`src/hdl/assert_macros.svh`:
```
// assertion macros used by the morse encoder top level
// expects clk and rst_n in the scope of each use
`ifndef ASSERT_MACROS_SVH
`define ASSERT_MACROS_SVH

// same-cycle implication, checked out of reset
`define MTE_ASSERT_IMP(name, ante, cons) \
  name: assert property (@(posedge clk) disable iff (!rst_n) (ante) |-> (cons)) \
    else $error("mte assertion failed");

// next-cycle implication, checked out of reset
`define MTE_ASSERT_NXT(name, ante, cons) \
  name: assert property (@(posedge clk) disable iff (!rst_n) (ante) |=> (cons)) \
    else $error("mte assertion failed");

`endif

```
`src/hdl/mte_pkg.sv`:
```
`timescale 1ns / 1ps
// shared types, symbol codes and the morse code table for the encoder
// no dependencies

package mte_pkg;

  localparam int CHAR_W = 8;
  localparam int SYM_W  = 2;
  localparam int PAT_W  = 6;   // longest code
  localparam int LEN_W  = 3;   // holds 0..6
  localparam int CNT_W  = 3;   // holds 0..7 symbols per word
  localparam int BUF_W  = SYM_W * (PAT_W + 1);

  localparam logic [SYM_W-1:0] SYM_DOT     = 2'd0;
  localparam logic [SYM_W-1:0] SYM_DASH    = 2'd1;
  localparam logic [SYM_W-1:0] SYM_SPACE   = 2'd2;
  localparam logic [SYM_W-1:0] SYM_NEWLINE = 2'd3;

  localparam logic [CHAR_W-1:0] CHAR_NEWLINE = 8'h0a;
  localparam logic [CHAR_W-1:0] CHAR_LOWER_A = 8'h61;
  localparam logic [CHAR_W-1:0] CHAR_LOWER_Z = 8'h7a;
  localparam logic [CHAR_W-1:0] CASE_OFFSET  = 8'h20;

  // pat is left aligned: pat[PAT_W-1] is the first symbol, 1 means dash
  typedef struct packed {
    logic [LEN_W-1:0] len;
    logic [PAT_W-1:0] pat;
  } code_t;

  // word waiting in front of the serializer
  typedef struct packed {
    logic  nl;
    logic  owed;
    code_t code;
  } pend_t;

  function automatic code_t code_lookup(input logic [CHAR_W-1:0] ch);
    code_t r;
    case (ch)
      8'h41: r = '{3'd2, 6'b010000};  // A
      8'h42: r = '{3'd4, 6'b100000};  // B
      8'h43: r = '{3'd4, 6'b101000};  // C
      8'h44: r = '{3'd3, 6'b100000};  // D
      8'h45: r = '{3'd1, 6'b000000};  // E
      8'h46: r = '{3'd4, 6'b001000};  // F
      8'h47: r = '{3'd3, 6'b110000};  // G
      8'h48: r = '{3'd4, 6'b000000};  // H
      8'h49: r = '{3'd2, 6'b000000};  // I
      8'h4a: r = '{3'd4, 6'b011100};  // J
      8'h4b: r = '{3'd3, 6'b101000};  // K
      8'h4c: r = '{3'd4, 6'b010000};  // L
      8'h4d: r = '{3'd2, 6'b110000};  // M
      8'h4e: r = '{3'd2, 6'b100000};  // N
      8'h4f: r = '{3'd3, 6'b111000};  // O
      8'h50: r = '{3'd4, 6'b011000};  // P
      8'h51: r = '{3'd4, 6'b110100};  // Q
      8'h52: r = '{3'd3, 6'b010000};  // R
      8'h53: r = '{3'd3, 6'b000000};  // S
      8'h54: r = '{3'd1, 6'b100000};  // T
      8'h55: r = '{3'd3, 6'b001000};  // U
      8'h56: r = '{3'd4, 6'b000100};  // V
      8'h57: r = '{3'd3, 6'b011000};  // W
      8'h58: r = '{3'd4, 6'b100100};  // X
      8'h59: r = '{3'd4, 6'b101100};  // Y
      8'h5a: r = '{3'd4, 6'b110000};  // Z
      8'h30: r = '{3'd5, 6'b111110};  // 0
      8'h31: r = '{3'd5, 6'b011110};  // 1
      8'h32: r = '{3'd5, 6'b001110};  // 2
      8'h33: r = '{3'd5, 6'b000110};  // 3
      8'h34: r = '{3'd5, 6'b000010};  // 4
      8'h35: r = '{3'd5, 6'b000000};  // 5
      8'h36: r = '{3'd5, 6'b100000};  // 6
      8'h37: r = '{3'd5, 6'b110000};  // 7
      8'h38: r = '{3'd5, 6'b111000};  // 8
      8'h39: r = '{3'd5, 6'b111100};  // 9
      8'h2e: r = '{3'd6, 6'b010101};  // period
      8'h2c: r = '{3'd6, 6'b110011};  // comma
      8'h3f: r = '{3'd6, 6'b001100};  // question mark
      8'h27: r = '{3'd6, 6'b011110};  // apostrophe
      8'h21: r = '{3'd6, 6'b101011};  // exclamation mark
      8'h2f: r = '{3'd5, 6'b100100};  // slash
      8'h28: r = '{3'd5, 6'b101100};  // open paren
      8'h29: r = '{3'd6, 6'b101101};  // close paren
      8'h26: r = '{3'd5, 6'b010000};  // ampersand
      8'h3a: r = '{3'd6, 6'b111000};  // colon
      8'h3b: r = '{3'd6, 6'b101010};  // semicolon
      8'h3d: r = '{3'd5, 6'b100010};  // equals
      8'h2b: r = '{3'd5, 6'b010100};  // plus
      8'h2d: r = '{3'd6, 6'b100001};  // hyphen
      8'h5f: r = '{3'd6, 6'b001101};  // underscore
      8'h22: r = '{3'd6, 6'b010010};  // double quote
      8'h40: r = '{3'd6, 6'b011010};  // at sign
      default: r = '{3'd0, 6'b000000};
    endcase
    return r;
  endfunction

endpackage

```
`src/hdl/text_to_morse_encoder.sv`:
```
`timescale 1ns / 1ps
// top level of the international morse code encoder
// depends on mte_pkg, mte_rom, mte_ser and assert_macros.svh
//
// input channel: one text byte per word on in_character (in_valid / in_stall).
// output channel: one symbol per word on out_symbol (0 dot, 1 dash, 2 space,
// 3 newline); out_last_of_run marks the final symbol caused by an input byte.
// a byte gives 0 to 7 symbols; lower case is folded, unknown bytes give no code
// but still owe a separator space; a newline drops the owed space.
// the first symbol of a byte is registered in the rom and then in the serializer
// buffer before it shows on the output, when the output is free.
// throughput: the output register moves one symbol per cycle while out_stall is
// low; the code rom read overlaps the draining of the previous byte, so symbols
// leave back to back.
// in_stall rises when the word behind the rom is blocked by a busy serializer.
// a stall on the output holds the current symbol and backs up to the input.
// reset clears the owed separator and empties the pipeline; no clearing pass.

module text_to_morse_encoder import mte_pkg::*; (
  input  logic              clk,
  input  logic              rst_n,
  input  logic              in_valid,
  output logic              in_stall,
  input  logic [CHAR_W-1:0] in_character,
  output logic              out_valid,
  input  logic              out_stall,
  output logic [SYM_W-1:0]  out_symbol,
  output logic              out_last_of_run
);

`include "assert_macros.svh"

  logic  in_fire;
  logic  owed_r, owed_nxt;
  logic  pend_vld_r, pend_vld_nxt;
  logic  pend_nl_r;
  logic  pend_owed_r;
  code_t rom_code;
  pend_t pend_word;
  logic  ser_ready;
  logic  pend_take;

  assign pend_take = pend_vld_r && ser_ready;
  assign in_stall  = pend_vld_r && !ser_ready;
  assign in_fire   = in_valid && !in_stall;

  mte_rom u_rom (
    .clk     (clk),
    .rd_en   (in_fire),
    .rd_char (in_character),
    .rd_code (rom_code)
  );

  assign pend_word = '{nl: pend_nl_r, owed: pend_owed_r, code: rom_code};

  mte_ser u_ser (
    .clk             (clk),
    .rst_n           (rst_n),
    .load            (pend_take),
    .load_word       (pend_word),
    .ready           (ser_ready),
    .out_valid       (out_valid),
    .out_stall       (out_stall),
    .out_symbol      (out_symbol),
    .out_last_of_run (out_last_of_run)
  );

  always_comb begin
    owed_nxt     = owed_r;
    pend_vld_nxt = pend_vld_r;
    if (in_fire) begin
      owed_nxt     = (in_character != CHAR_NEWLINE);
      pend_vld_nxt = 1'b1;
    end else if (pend_take) begin
      pend_vld_nxt = 1'b0;
    end
  end

  always_ff @(posedge clk) begin
    if (!rst_n) begin
      owed_r     <= 1'b0;
      pend_vld_r <= 1'b0;
    end else begin
      owed_r     <= owed_nxt;
      pend_vld_r <= pend_vld_nxt;
    end
  end

  // side info travels with the rom read
  always_ff @(posedge clk) begin
    if (in_fire) begin
      pend_nl_r   <= (in_character == CHAR_NEWLINE);
      pend_owed_r <= owed_r;
    end
  end

  `MTE_ASSERT_IMP(a_newline_ends_run, out_valid && out_symbol == SYM_NEWLINE, out_last_of_run)
  `MTE_ASSERT_NXT(a_newline_clears_owed, in_fire && in_character == CHAR_NEWLINE, !owed_r)
  `MTE_ASSERT_NXT(a_word_waits_after_accept, in_fire, pend_vld_r)
  `MTE_ASSERT_IMP(a_take_only_when_free, pend_take, !out_valid || (out_last_of_run && !out_stall))

endmodule

```
`src/hdl/mte_rom.sv`:
```
`timescale 1ns / 1ps
// morse code rom with a registered read, folds lower case on the address
// depends on mte_pkg

module mte_rom import mte_pkg::*; (
  input  logic              clk,
  input  logic              rd_en,
  input  logic [CHAR_W-1:0] rd_char,
  output code_t             rd_code
);

  logic [CHAR_W-1:0] addr;
  code_t             code_r;

  always_comb begin
    if (rd_char >= CHAR_LOWER_A && rd_char <= CHAR_LOWER_Z) begin
      addr = rd_char - CASE_OFFSET;
    end else begin
      addr = rd_char;
    end
  end

  // read data holds while no read is issued
  always_ff @(posedge clk) begin
    if (rd_en) begin
      code_r <= code_lookup(addr);
    end
  end

  assign rd_code = code_r;

endmodule

```
`src/hdl/mte_ser.sv`:
```
`timescale 1ns / 1ps
// symbol serializer and output register of the morse encoder
// depends on mte_pkg

module mte_ser import mte_pkg::*; (
  input  logic             clk,
  input  logic             rst_n,
  input  logic             load,
  input  pend_t            load_word,
  output logic             ready,
  output logic             out_valid,
  input  logic             out_stall,
  output logic [SYM_W-1:0] out_symbol,
  output logic             out_last_of_run
);

  logic [BUF_W-1:0] buf_r, buf_nxt;
  logic [CNT_W-1:0] cnt_r, cnt_nxt;
  logic [BUF_W-SYM_W-1:0] code_syms;
  logic [BUF_W-1:0] load_buf;
  logic [CNT_W-1:0] load_cnt;
  logic             out_fire;

  assign out_fire  = out_valid && !out_stall;
  // free now, or the last symbol leaves this cycle
  assign ready     = (cnt_r == '0) || (cnt_r == CNT_W'(1) && !out_stall);

  always_comb begin
    for (int k = 0; k < PAT_W; k++) begin
      if (LEN_W'(k) < load_word.code.len) begin
        code_syms[SYM_W*k +: SYM_W] = load_word.code.pat[PAT_W-1-k] ? SYM_DASH : SYM_DOT;
      end else begin
        code_syms[SYM_W*k +: SYM_W] = SYM_DOT;
      end
    end
    if (load_word.nl) begin
      load_buf = {{(BUF_W-SYM_W){1'b0}}, SYM_NEWLINE};
      load_cnt = CNT_W'(1);
    end else if (load_word.owed) begin
      load_buf = {code_syms, SYM_SPACE};
      load_cnt = CNT_W'(load_word.code.len) + CNT_W'(1);
    end else begin
      load_buf = {{SYM_W{1'b0}}, code_syms};
      load_cnt = CNT_W'(load_word.code.len);
    end
  end

  always_comb begin
    buf_nxt = buf_r;
    cnt_nxt = cnt_r;
    if (load) begin
      buf_nxt = load_buf;
      cnt_nxt = load_cnt;
    end else if (out_fire) begin
      buf_nxt = {{SYM_W{1'b0}}, buf_r[BUF_W-1:SYM_W]};
      cnt_nxt = cnt_r - CNT_W'(1);
    end
  end

  always_ff @(posedge clk) begin
    if (!rst_n) begin
      cnt_r <= '0;
    end else begin
      cnt_r <= cnt_nxt;
    end
  end

  always_ff @(posedge clk) begin
    buf_r <= buf_nxt;
  end

  assign out_valid       = (cnt_r != '0);
  assign out_symbol      = buf_r[SYM_W-1:0];
  assign out_last_of_run = (cnt_r == CNT_W'(1));

endmodule

```
`config.mk`:
```
export PLATFORM = sky130hd
export DESIGN_NAME = text_to_morse_encoder
export DESIGN_NICKNAME = d
export VERILOG_FILES = /design/src/hdl/mte_pkg.sv /design/src/hdl/text_to_morse_encoder.sv /design/src/hdl/mte_rom.sv /design/src/hdl/mte_ser.sv
export VERILOG_INCLUDE_DIRS = /design/src /design/src/hdl
export SDC_FILE = /design/constraint.sdc
export NUM_CORES = 1
export LEC_CHECK = 0
export ABC_AREA = 1
export BUFFER_PORTS_ARGS = -buffer_cell sky130_fd_sc_hd__clkbuf_2
export CORE_ASPECT_RATIO = 1.2
export CORE_MARGIN = 1
export CORE_UTILIZATION = 60
export DETAILED_ROUTE_END_ITERATION = 7
export GPL_TIMING_DRIVEN = 0
export PLACE_DENSITY = 0.79
export RECOVER_POWER = 50
export SYNTH_ARGS = -nofsm -noshare
export SYNTH_HDL_FRONTEND = slang
export SYNTH_HIERARCHICAL = 1
export SYNTH_SLANG_ARGS = --single-unit
```
`constraint.sdc`:
```
create_clock -name clk -period 1.75 [get_ports clk]
set_input_delay 0.35 -clock clk [delete_from_list [all_inputs] [get_ports clk]]
set_output_delay 0.35 -clock clk [all_outputs]
set_load 0.05 [all_outputs]
```
==> Implementation_results.wiki <==
{| class="wikitable"
! Metric !! Value
|-
| Part of the Yosys area used for sequential elements || 0.2877
|-
| Nets || 402
|-
| #FFs+latches synth || 24
|-
| Worst Setup End Kind || output port
|-
| Die footprint || 0.004139 mm2
|-
| RSZ-0062 raised after global routing || false
|-
| Worst flop-to-flop path startpoint || u_ser/cnt_r[1]$_SDFFE_PN0P_
|-
| Number of filler instances in the final layout || 316
|-
| Diodes inserted || 0
|-
| Die span in y || 70.28 um
|-
| Global-route wire length before repair || 9577 um
|-
| Register-to-Register Path Depth || 14
|-
| Min-Delay Endpoint || u_ser/cnt_r[1]$_SDFFE_PN0P_
|-
| Setup slack of the worst register-to-register path || 0.15 ns
|-
| CP Max Fanout || 4
|-
| Startpoint kind of the worst setup timing path || register
|-
| Number of global-route vias before repair || 2,234
|-
| Buffers from clock root to sink, at most || 2
|-
| CTS tree || yes
|-
| Synthesized instance count || 355
|-
| Outcome || complete, no violations
|-
| P&R area growth vs syn || 12.51%
|-
| Overall power consumption || 2.855 mW
|-
| Delay-heaviest family, CP || flip-flops
|-
| Maximum capacitance violations || 0
|-
| Flip-flop and latch area || 675.6 um2
|-
| Slew @ Worst Pin || 0.6187 ns
|-
| Post-route insts no fill || 429
|-
| Number of buffers created by CTS || 3
|-
| Post-Route WL || 5600 um
|-
| Number of core rows || 24
|-
| Relative max-transition margin || 0.5860
|-
| Slew Limit Fails || 0
|-
| CTS Sinks || 24
|-
| Endpoints failing setup || 0
|-
| Number of cells after detailed placement || 423
|-
| Total area of multi-input combinational cells || 0.001449 mm2
|-
| Commonest register cell after synthesis || edfxtp_1
|-
| Detailed Route Iter0 Violations || 156
|-
| Cell with the biggest individual delay on the critical path || dfxtp_2
|-
| Global routing usage summed across all routing layers || 0.2951
|-
| FFs w/ async S/R, synth || 0
|-
| Clock tree root buffer cell || clkbuf_8
|-
| Fin. Hold Viols || 0
|-
| Count of cells along the worst hold path || 3
|-
| Maximum number of pins on one net before global-route repair || 14
|-
| HP Class || in2reg
|-
| Setup TNS || 0 ns
|-
| Post-synthesis instance area || 0.002331 mm2
|-
| Routability congestion estimate from global placement || 0.9556
|-
| Fin crit share || 0.9534
|-
| Number of design rule violations left after detail routing || 0
|-
| Most frequent standard cell in the layout excluding fill and tap cells || nand2_1
|-
| Syn. warnings || 6
|-
| Post-Place Worst Slack || -0.3692 ns
|-
| Number of antenna violations at the first check in global routing || 0
|-
| Avg Inst Size Synth || 6.566 um2
|-
| Required time of the critical path || 1.40 ns
|-
| Initial cell density of the core || 0.6363
|-
| Clock transition time at the flip-flop clock pins of the worst setup and hold paths || 0.08 ns
|-
| Post-synthesis cell type count || 35
|-
| Vias per std cell || 5.471
|-
| Area of the placeable core || 0.003664 mm2
|-
| Clock latency reported for the late side of the worst-skew pair || 0.26 ns
|-
| Die boundary width || 58.90 um
|-
| DRT antenna net count || 0
|-
| Highest clock frequency the design can meet || 599.3 MHz
|-
| FF-to-FF End || u_ser/buf_r[6]$_DFFE_PP_
|-
| Critical path, cell by cell || inv_4 > ha_4 > inv_2 > nor2_4 > nand2_2 > nand2_2 > inv_2 > nand2_4 > inv_2 > buf_8
|-
| Top-level port count || 17
|-
| Dpl hpwl || 4461 um
|-
| Cell with the most instances on the worst path || inv_2
|-
| Top library cells by usage in the layout, fill and taps aside || 107 x nand2_1, 44 x nand3_1, 37 x nor2_1, 27 x inv_1, 20 x a21oi_1
|-
| P per Cell Area || 1089 mW/mm2
|-
| Hold Buf Count CTS || 0
|-
| Hold Path Origin || rst_n
|-
| Iteration count of the initial detailed-routing pass || 5
|-
| Routed via count || 2,347
|-
| Skew final || 0.005144 ns
|-
| Total global routing overflow || 0
|-
| Arrival time of data at the critical path endpoint || 1.32 ns
|-
| Highest ir drop seen on vdd || 0.4201 mV
|-
| Number of enable-type register cells in the synthesized netlist || 19
|-
| Category of the critical setup timing path || reg2out
|-
| Count of buffers from port buffering || 16
|-
| Minimum setup slack in the final design || 0.08152 ns
|-
| Lkg Pwr || 1.276 nW
|-
| Fraction of final layout cells with drive strength greater than 1 || 0.2175
|-
| Number of buffer and inverter instances along the worst setup path || 5
|-
| Number of nets produced by synthesis || 379
|-
| Final core area utilization || 0.7158
|-
| Clock period minus final worst setup slack || 1.668 ns
|-
| H-tree levels || 1
|-
| CP peak stage delay || 0.33 ns
|-
| Final routed wire length divided by cell count || 13.05 um
|}
## power breakdown
| group | internal, mW | switching (mW) |
|---|---|---|
| logic | 0.531 | 1.03 |
| clock network | 0.156 | 0.156 |
| registers | 0.879 | 0.105 |
## per-stage QoR
| stage | hold WS [ns] | area [um2] |
|---|---|---|
| after floorplan | 0.4082 | 2345 |
| after global placement | 0.4243 | 2490 |
| after detailed placement | 0.4198 | 2490 |
| after CTS | 0.3657 | 2557 |
| after global routing | 0.3718 | 2623 |
| final | 0.3581 | 2623 |
## area by class of cell
| type | instances | share of cell area |
|---|---|---|
| multi-input cells | 274 | 0.5525 |
| flip-flops and latches | 24 | 0.2576 |
| inverters | 43 | 0.06679 |
| repair buffers | 18 | 0.04103 |
| plain buffers | 14 | 0.04008 |
| well taps | 52 | 0.02481 |
| clock buffers | 3 | 0.01574 |
| clock inverters | 1 | 0.001431 |
## worst register-to-register path, stage by stage, from the launching register on
cell and delay (ns):
dfxtp_2 0.33, inv_4 0.07, ha_4 0.12, inv_2 0.03
nor2_4 0.10, nand2_2 0.05, nand2_2 0.08, nand2_1 0.06
inv_2 0.09, inv_2 0.10, nor2_8 0.13, inv_2 0.06
a21oi_1 0.12, nand2_1 0.07, nand2_1 0.05
## per-layer routing
metal  global-route usage  vias up  wire (um)
met1               0.3105     1074       2183
met3             0.001852       14        160
li1                     -     1190          -
met5                    0        -          0
met2               0.5694       69       3070
met4               0.1587        0        187
## kinds of logic after synthesis
group	after synthesis	synth area share
and+or+nand+nor	219	0.4246
AOI/OAI and AO/OA	43	0.1068
buffers and inverters	57	0.1165
DFF	24	0.2877
adders and majority gates	12	0.06441
## flip-flops by register name, indices dropped and copies added (netlist names)
| signal | cells |
|---|---|
| owed_r | 1 |
| pend_nl_r | 1 |
| pend_owed_r | 1 |
| pend_vld_r | 1 |
| u_rom/rd_code | 9 |
| u_ser/buf_r | 8 |
| u_ser/cnt_r | 3 |
## Yosys cell counts (4+ instances only)
| master | count | share of area |
|---|---|---|
| nand2_1 | 110 | 0.18 |
| nand3_1 | 45 | 0.097 |
| nor2_1 | 38 | 0.061 |
| inv_1 | 35 | 0.056 |
| a21oi_1 | 20 | 0.043 |
| edfxtp_1 | 19 | 0.24 |
| o21ai_0 | 14 | 0.030 |
| ha_1 | 12 | 0.064 |
| buf_4 | 7 | 0.023 |
| inv_2 | 7 | 0.011 |
| nand2_2 | 6 | 0.016 |
| dfxtp_1 | 5 | 0.043 |
| nand2_4 | 4 | 0.019 |
| nor3_1 | 4 | 0.0086 |
## timing repair
item / CTS / global route
endpoints found under the setup margin: 10 / 27
resized for setup: 8 / 22
buffers inserted: 0 / 2
pin swaps: 0 / 1
## worst max path at each step
stage,start,to,depth (start not counted)
floorplan,u_ser/cnt_r[1]$_SDFFE_PN0P_,u_ser/buf_r[0]$_DFFE_PP_,10
global placement,in_character[1],u_rom/rd_code[3]$_SDFFCE_PP0P_,8
detailed placement,in_character[1],u_rom/rd_code[3]$_SDFFCE_PP0P_,8
CTS,u_ser/cnt_r[1]$_SDFFE_PN0P_,in_stall,10
global route,u_ser/cnt_r[1]$_SDFFE_PN0P_,in_stall,10
finish,u_ser/cnt_r[1]$_SDFFE_PN0P_,in_stall,10
No activity file was read; power rests on OpenSTA's default activity.
